[src/rtl/erle_pkg.sv]
// Shared types and constants for the escape-coded run-length byte encoder.
// Used by every module of the block; depends on nothing.
package erle_pkg;

    // Byte and count widths
    localparam int BYTE_W    = 8;
    localparam int RUN_W     = 7;
    localparam int MAX_BYTES = 7;
    localparam int IDX_W     = 3;

    // Configuration register indexes
    localparam logic REG_ESCAPE  = 1'b0;
    localparam logic REG_MAX_RUN = 1'b1;

    // Register reset values
    localparam logic [BYTE_W-1:0] ESCAPE_RESET  = 8'hFE;
    localparam logic [RUN_W-1:0]  MAX_RUN_RESET = 7'd127;

    // Default depth of the command queue
    localparam int QUEUE_DEPTH = 2;

    // One command: the output bytes caused by one input byte
    typedef struct packed {
        logic [MAX_BYTES-1:0][BYTE_W-1:0] bytes;
        logic [IDX_W-1:0]                 cnt;
        logic                             term;
    } cmd_t;

endpackage

[src/rtl/erle_front.sv]
// Front end: accepts raw bytes, keeps run state and builds one output command.
// Depends on erle_pkg.
module erle_front
(
    input  logic                        clk,
    input  logic                        rst_n,
    input  logic                        cfg_we,
    input  logic                        cfg_index,
    input  logic [erle_pkg::BYTE_W-1:0] cfg_data,
    input  logic                        in_valid,
    input  logic [erle_pkg::BYTE_W-1:0] in_byte,
    input  logic                        is_last,
    input  logic                        queue_full,
    output logic                        in_stall,
    output logic                        push,
    output erle_pkg::cmd_t              cmd
);

    logic [erle_pkg::BYTE_W-1:0] escape_reg;
    logic [erle_pkg::RUN_W-1:0]  max_run_reg;
    logic [erle_pkg::BYTE_W-1:0] prev_reg, prev_next;
    logic [erle_pkg::RUN_W-1:0]  run_len_reg, run_len_next;
    logic                        run_open_reg, run_open_next;
    logic                        hdr_sent_reg, hdr_sent_next;
    logic [erle_pkg::RUN_W-1:0]  limit;
    logic                        accept;

    assign in_stall = queue_full;
    assign accept   = in_valid && !queue_full;
    assign limit    = (max_run_reg == '0) ? erle_pkg::RUN_W'(1) : max_run_reg;

    // Classify the byte and list its output bytes in order
    always_comb
    begin
        logic [erle_pkg::IDX_W-1:0] k;
        k             = '0;
        cmd           = '0;
        prev_next     = prev_reg;
        run_len_next  = run_len_reg;
        run_open_next = run_open_reg;
        hdr_sent_next = hdr_sent_reg;

        if (!hdr_sent_next)
        begin
            cmd.bytes[k]  = escape_reg;
            k             = k + 3'd1;
            prev_next     = escape_reg;
            hdr_sent_next = 1'b1;
            run_open_next = 1'b0;
            run_len_next  = '0;
        end

        if (run_open_next && in_byte == prev_next)
        begin
            run_len_next = run_len_next + 7'd1;
        end
        else
        begin
            if (run_open_next)
            begin
                cmd.bytes[k]  = escape_reg;
                k             = k + 3'd1;
                cmd.bytes[k]  = {1'b0, run_len_next};
                k             = k + 3'd1;
                prev_next     = {1'b0, run_len_next};
                run_open_next = 1'b0;
                run_len_next  = '0;
            end
            priority if (in_byte == escape_reg)
            begin
                cmd.bytes[k] = escape_reg;
                k            = k + 3'd1;
                cmd.bytes[k] = escape_reg;
                k            = k + 3'd1;
                prev_next    = escape_reg;
            end
            else if (in_byte == prev_next)
            begin
                run_open_next = 1'b1;
                run_len_next  = 7'd1;
            end
            else
            begin
                cmd.bytes[k] = in_byte;
                k            = k + 3'd1;
                prev_next    = in_byte;
            end
        end

        // Close a run that reached its limit
        if (run_open_next && run_len_next >= limit)
        begin
            cmd.bytes[k]  = escape_reg;
            k             = k + 3'd1;
            cmd.bytes[k]  = {1'b0, run_len_next};
            k             = k + 3'd1;
            prev_next     = {1'b0, run_len_next};
            run_open_next = 1'b0;
            run_len_next  = '0;
        end

        // End of stream: close any run, then send the terminator
        if (is_last)
        begin
            if (run_open_next)
            begin
                cmd.bytes[k]  = escape_reg;
                k             = k + 3'd1;
                cmd.bytes[k]  = {1'b0, run_len_next};
                k             = k + 3'd1;
                run_open_next = 1'b0;
                run_len_next  = '0;
            end
            cmd.bytes[k]  = escape_reg;
            k             = k + 3'd1;
            cmd.bytes[k]  = '0;
            k             = k + 3'd1;
            cmd.term      = 1'b1;
            prev_next     = '0;
            hdr_sent_next = 1'b0;
        end

        cmd.cnt = k;
    end

    assign push = accept && (cmd.cnt != '0);

    // Hold configuration and advance run state on each accepted beat
    always_ff @(posedge clk or negedge rst_n)
    begin
        if (!rst_n)
        begin
            escape_reg   <= erle_pkg::ESCAPE_RESET;
            max_run_reg  <= erle_pkg::MAX_RUN_RESET;
            prev_reg     <= '0;
            run_len_reg  <= '0;
            run_open_reg <= 1'b0;
            hdr_sent_reg <= 1'b0;
        end
        else
        begin
            if (cfg_we)
            begin
                unique case (cfg_index)
                    erle_pkg::REG_ESCAPE:  escape_reg  <= cfg_data;
                    erle_pkg::REG_MAX_RUN: max_run_reg <= cfg_data[erle_pkg::RUN_W-1:0];
                    default:               escape_reg  <= escape_reg;
                endcase
            end
            if (accept)
            begin
                prev_reg     <= prev_next;
                run_len_reg  <= run_len_next;
                run_open_reg <= run_open_next;
                hdr_sent_reg <= hdr_sent_next;
            end
        end
    end

endmodule

[src/rtl/erle_cmd_fifo.sv]
// Short command queue between the front end and the byte emitter.
// Depends on erle_pkg for the command type.
module erle_cmd_fifo
#(
    parameter int DEPTH = erle_pkg::QUEUE_DEPTH
)
(
    input  logic           clk,
    input  logic           rst_n,
    input  logic           push,
    input  erle_pkg::cmd_t push_data,
    input  logic           pop,
    output logic           full,
    output logic           empty,
    output erle_pkg::cmd_t head
);

    localparam int PTR_W = (DEPTH > 1) ? $clog2(DEPTH) : 1;
    localparam int CNT_W = $clog2(DEPTH + 1);
    localparam logic [PTR_W-1:0] LAST_PTR = PTR_W'(DEPTH - 1);
    localparam logic [CNT_W-1:0] DEPTH_CNT = CNT_W'(DEPTH);

    erle_pkg::cmd_t   mem [DEPTH];
    logic [PTR_W-1:0] wr_ptr_reg, rd_ptr_reg;
    logic [CNT_W-1:0] count_reg;

    assign full  = (count_reg == DEPTH_CNT);
    assign empty = (count_reg == '0);
    assign head  = mem[rd_ptr_reg];

    // Write the entry
    always_ff @(posedge clk)
    begin
        if (push)
        begin
            mem[wr_ptr_reg] <= push_data;
        end
    end

    // Advance pointers and fill count
    always_ff @(posedge clk or negedge rst_n)
    begin
        if (!rst_n)
        begin
            wr_ptr_reg <= '0;
            rd_ptr_reg <= '0;
            count_reg  <= '0;
        end
        else
        begin
            if (push)
            begin
                wr_ptr_reg <= (wr_ptr_reg == LAST_PTR) ? '0 : wr_ptr_reg + PTR_W'(1);
            end
            if (pop)
            begin
                rd_ptr_reg <= (rd_ptr_reg == LAST_PTR) ? '0 : rd_ptr_reg + PTR_W'(1);
            end
            if (push && !pop)
            begin
                count_reg <= count_reg + CNT_W'(1);
            end
            else if (pop && !push)
            begin
                count_reg <= count_reg - CNT_W'(1);
            end
        end
    end

    assert property (@(posedge clk) disable iff (!rst_n) count_reg <= DEPTH_CNT)
        else $error("command queue overfilled");
    assert property (@(posedge clk) disable iff (!rst_n) pop |-> !empty)
        else $error("pop from empty command queue");
    assert property (@(posedge clk) disable iff (!rst_n)
        (push && !pop) |=> count_reg == $past(count_reg) + CNT_W'(1))
        else $error("fill count missed a push");

endmodule

[src/rtl/erle_emit.sv]
// Back end: takes commands from the queue and sends their bytes one a beat.
// Depends on erle_pkg for the command type.
module erle_emit
(
    input  logic                        clk,
    input  logic                        rst_n,
    input  logic                        queue_empty,
    input  erle_pkg::cmd_t              head,
    output logic                        pop,
    output logic                        out_valid,
    input  logic                        out_stall,
    output logic [erle_pkg::BYTE_W-1:0] out_byte,
    output logic                        last_of_step,
    output logic                        stream_end
);

    erle_pkg::cmd_t             cur_reg;
    logic [erle_pkg::IDX_W-1:0] idx_reg;
    logic                       busy_reg;
    logic                       final_beat;
    logic                       done;

    assign out_valid    = busy_reg;
    assign out_byte     = cur_reg.bytes[idx_reg];
    assign final_beat   = (idx_reg == cur_reg.cnt - 3'd1);
    assign last_of_step = final_beat;
    assign stream_end   = cur_reg.term && final_beat;
    assign done         = busy_reg && !out_stall && final_beat;
    assign pop          = !queue_empty && (!busy_reg || done);

    // Load the next command or advance through the current one
    always_ff @(posedge clk or negedge rst_n)
    begin
        if (!rst_n)
        begin
            busy_reg <= 1'b0;
            idx_reg  <= '0;
        end
        else
        begin
            priority if (pop)
            begin
                busy_reg <= 1'b1;
                idx_reg  <= '0;
            end
            else if (done)
            begin
                busy_reg <= 1'b0;
                idx_reg  <= '0;
            end
            else if (busy_reg && !out_stall)
            begin
                idx_reg <= idx_reg + 3'd1;
            end
        end
    end

    // Hold the command payload
    always_ff @(posedge clk)
    begin
        if (pop)
        begin
            cur_reg <= head;
        end
    end

    assert property (@(posedge clk) disable iff (!rst_n) busy_reg |-> cur_reg.cnt != '0)
        else $error("empty command loaded");
    assert property (@(posedge clk) disable iff (!rst_n) busy_reg |-> idx_reg < cur_reg.cnt)
        else $error("byte index past command length");
    assert property (@(posedge clk) disable iff (!rst_n)
        (busy_reg && out_stall) |=> busy_reg && $stable(idx_reg))
        else $error("stalled beat moved");

endmodule

[src/rtl/escape_rle_byte_encoder_unit.sv]
// Escape-coded run-length byte encoder, top level. The first output byte of an
// item passes through the command queue and the emitter's command register.
// Throughput: one input byte per cycle while the command queue has room; the
// emitter sends one output byte per cycle while out_stall is low.
// Reset: run state and header flag clear, escape_code = 254, max_run = 127.
// Depends on erle_pkg, erle_front, erle_cmd_fifo and erle_emit.
module escape_rle_byte_encoder_unit
#(
    parameter int QUEUE_DEPTH = erle_pkg::QUEUE_DEPTH
)
(
    input  logic                        clk,
    input  logic                        rst_n,
    input  logic                        cfg_we,
    input  logic                        cfg_index,
    input  logic [erle_pkg::BYTE_W-1:0] cfg_data,
    input  logic                        in_valid,
    output logic                        in_stall,
    input  logic [erle_pkg::BYTE_W-1:0] in_byte,
    input  logic                        is_last,
    output logic                        out_valid,
    input  logic                        out_stall,
    output logic [erle_pkg::BYTE_W-1:0] out_byte,
    output logic                        last_of_step,
    output logic                        stream_end
);

    logic           push;
    logic           pop;
    logic           queue_full;
    logic           queue_empty;
    erle_pkg::cmd_t push_cmd;
    erle_pkg::cmd_t head_cmd;

    // Classify input bytes
    erle_front u_front
    (
        .clk        (clk),
        .rst_n      (rst_n),
        .cfg_we     (cfg_we),
        .cfg_index  (cfg_index),
        .cfg_data   (cfg_data),
        .in_valid   (in_valid),
        .in_byte    (in_byte),
        .is_last    (is_last),
        .queue_full (queue_full),
        .in_stall   (in_stall),
        .push       (push),
        .cmd        (push_cmd)
    );

    // Buffer commands
    erle_cmd_fifo #(.DEPTH(QUEUE_DEPTH)) u_fifo
    (
        .clk       (clk),
        .rst_n     (rst_n),
        .push      (push),
        .push_data (push_cmd),
        .pop       (pop),
        .full      (queue_full),
        .empty     (queue_empty),
        .head      (head_cmd)
    );

    // Send output bytes
    erle_emit u_emit
    (
        .clk          (clk),
        .rst_n        (rst_n),
        .queue_empty  (queue_empty),
        .head         (head_cmd),
        .pop          (pop),
        .out_valid    (out_valid),
        .out_stall    (out_stall),
        .out_byte     (out_byte),
        .last_of_step (last_of_step),
        .stream_end   (stream_end)
    );

endmodule
[config.mk]
export PLATFORM = sky130hd
export DESIGN_NAME = escape_rle_byte_encoder_unit
export DESIGN_NICKNAME = d
export VERILOG_FILES = /design/src/rtl/erle_pkg.sv /design/src/rtl/erle_front.sv /design/src/rtl/erle_cmd_fifo.sv /design/src/rtl/erle_emit.sv /design/src/rtl/escape_rle_byte_encoder_unit.sv
export SDC_FILE = /design/constraint.sdc
export NUM_CORES = 1
export LEC_CHECK = 0
export BUFFER_PORTS_ARGS = -buffer_cell sky130_fd_sc_hd__buf_2
export CAP_MARGIN = 20
export CORE_MARGIN = 2
export CORE_UTILIZATION = 55
export CTS_CLUSTER_SIZE = 14
export DETAILED_ROUTE_END_ITERATION = 6
export GPL_ROUTABILITY_DRIVEN = 0
export MAX_ROUTING_LAYER = met4
export PLACE_DENSITY = 0.79
export SLEW_MARGIN = 20
export SYNTH_ARGS = -nofsm -noshare
export SYNTH_HDL_FRONTEND = slang
export SYNTH_SLANG_ARGS = --single-unit
[constraint.sdc]
create_clock -name clk -period 14.4 [get_ports clk]
set_input_delay 1.44 -clock clk [delete_from_list [all_inputs] [get_ports clk]]
set_output_delay 1.44 -clock clk [all_outputs]
set_load 0.01 [all_outputs]
==> out/qor.yml <==
sta:
  tightest_slew_ns: 1.06
  slew_viol_final: 0
  slew_headroom_pct: 29.1
  fin_worst_skew_ns: 0.0163
  max_freq_mhz: 104
  hold_viol: 0
  final.setup.tns_ns: 0
  timing.final.crit_share_pct: 66.9
  rsz0062_at_grt: "no"
  setup_violations: 0
  layout_setup_ws_ns: 4.76
  period_minus_slack_ns: 9.64
synthesis:
  ys_seq_area_share_pct: 57.8
  synth_edf_count: 180
  syn_area_um2: 11100
  syn_avg_cell_area_um2: 12.6
  ys_seq_elements: 220
  yosysWarnings: 0
  async_reset_ff_share_pct: 18.2
  syn_inst: 881
  synth_ff_type: "edfxtp_1"
  synth_cell_type_count: 82
routing:
  drcViolationCount: 17
  vias_per_cell: 6.45
  drtIter0Drc: 1325
  first_pass_iters: 7
  vias: 7558
  finalWirelength_um: 26700
  post_drt_wl_per_cell_um: 22.8
  drt.antenna.violating_nets: 0
power_and_ir_drop:
  p_sw_share_pct: 33.9
  p_sw_uw: 811
  leakage_uw: 0.00438
  ir_drop_mv: 0.102
  seqPwrFrac_pct: 42.9
  p_per_area_nw_per_um2: 197
  power.internal_uw: 1580
  combPwrFrac_pct: 32.8
  clkPwrFrac_pct: 24.3
place:
  dpl_worst_slack_ns: 4.88
  hpwl_um: 17800
  portBuffers: 34
finish:
  final_layout_size_suffix_gt1_share_pct: 21.2
  nNetsFinal: 930
  final_util_pct: 61.9
  n_antenna_cell: 0
  largest_register_ffs: 120
  area_growth_pct: 9.59
  final_common_cell: "edfxtp_1"
  fillers: 1522
  final_cell_mix: "edfxtp_1, mux2_2, nand2_1, a21oi_1, o21ai_0"
global_route:
  antenna_found_initial: 0
  grt_pass1_vias: 7227
  grtUsageTotal_pct: 25.6
  grt_start_max_net_pins: 62
  gr-total-overflow: 0
  grt_pass1_wl_um: 41200
clock_network:
  cts_tree: "done"
  clk_path_buf_depth: 3
  cts_made_buffers: 23
  cts_root_buf: "clkbuf_16"
  cts_sinks: 220
  post_cts_buffers: 0
  cts-htree-levels: 1
  cts_resized: 0
  clk_latency_ns: 0.51
  clk_pin_slew_worst_paths_ns: 0.06
  cts_hold_buf: 0
hold_path:
  holdCritPathClass: "register to register"
floorplan:
  fp.dieArea_um2: 21300
  start_util_pct: 56.5
  die_h_um: 146
  io_pins: 35
  num_rows: 51
  fp.coreArea_um2: 19700
  dieWidth_um: 146
setup_path:
  arrival_ns: 9.77
  crit_fanout: 53
  end_kind: "register"
  critPathLaunchType: "register"
  worstSetupPathType: "register to register"
  crit_required_ns: 14.53
status:
  status: "finished, violations left"
  violations: "design-rule violations"
flow_run:
  drv_cap: 0
[kinds of logic after synthesis]
logic type | synth area share, %
other cells | 0.0338
flops | 57.8
simple gates | 8.52
fa+ha+maj | 1.91
xor+xnor | 3.38
buf+inv | 3.63
mux | 11.7
compound gates | 13.0
[power by group through the flow]
stage               Sequential, µW  Combinational (µW)  Clock (µW)
floorplan                      978                 611           0
global placement              1030                 760           0
detailed placement            1040                 771           0
global route                  1040                 851         612
CTS                           1030                 778         587
finish                        1030                 785         581
[final timing paths]
kind / from / to / slack, ns / cells after the start
worst min register to register: u_fifo.count_reg[1] / u_fifo.count_reg[1] / 0.51 / 1
min in group asynchronous: rst_n / u_fifo.count_reg[0] / 1.10 / 1
worst min-delay path: u_fifo.count_reg[1] / u_fifo.count_reg[1] / 0.51 / 1
worst max-delay path: u_front.hdr_sent_reg / u_fifo.mem[0][45] / 4.76 / 23
max in group asynchronous: rst_n / u_emit.idx_reg[0] / 12.64 / 1
worst max register to register: u_front.hdr_sent_reg / u_fifo.mem[0][45] / 4.76 / 23
[per-layer routing]
metal	GRT usage, %	up-vias	wire length, µm	share of wire, %
met5	-	-	0	0
met4	8.83	0	1210	4.5
met3	4.94	121	2750	10
met2	37.6	478	11700	44
met1	35.9	3594	11000	41
li1	-	3365	-	-
[layout make-up]
cell class              count  area (µm²)  area share [%]
clock buffers              29         618            5.08
clock inverters            13         135            1.11
inverters                  37         139            1.14
multi-input cells         567        4300            35.3
flip-flops and latches    220        6430            52.8
well taps                 265         332            2.72
repair buffers             41         223            1.83
[synth_stat cells (all sizes together) (3+ instances only)]
cell type  instances  area (µm²)
a21o               8        60.1
a21oi             50         254
a221oi             6        52.6
a222oi             6        60.1
a22o              10        87.6
a22oi             13        97.6
a31oi              6        52.6
a41oi              3        26.3
and2              15        93.8
and3               5        31.3
buf               19         118
clkbuf            39         146
dfrtp             26         651
dfstp             14         368
edfxtp           180        5410
ha                17         213
inv               36         135
mux2              72         815
mux2i             29         303
mux4               8         180
nand2             51         194
nand2b             3        18.8
nand3             16        80.1
nand4              3        18.8
nor2              46         180
nor2b              8        50.1
nor3              20         100
nor4               7        65.1
o21a               3        22.5
o21ai             49         253
o22ai              4        25.0
o311ai             4        35.0
o31ai              7        57.6
o32ai             14         123
or3                4        25.0
or4                4        33.8
xnor2             31         272
xor2              11         104
[stage by stage]
stage	cells	instance area, µm²	total power, µW	hold slack, ns
2_1_floorplan	882	11100	1590	0.457
3_3_place_gp	1130	11400	1790	0.480
3_5_place_dp	1130	11400	1810	0.503
4_1_cts	1172	12200	2390	0.514
5_1_grt	1172	12200	2510	0.545
6_report	1172	12200	2390	0.511
[critical path: stages, from the launching register on]
cell      delay [ns]
dfrtp_1         0.96
clkinv_1        0.76
a41oi_1         0.62
nor4_4          0.15
a21oi_1         0.43
o21ai_0         0.17
a21oi_1         0.67
ha_1            0.37
and2_0          0.18
a221o_1         0.33
a41o_1          0.37
nand2_2         0.26
o21ai_0         0.18
ha_1            0.39
mux2i_1         0.34
mux2i_1         0.13
o21ai_1         0.74
ha_1            0.46
xor2_1          0.22
a221oi_1        0.11
a31oi_1         0.31
o31ai_2         0.19
nor2_4          0.25
buf_4           0.62
No activity file was read; power rests on OpenSTA's default activity.
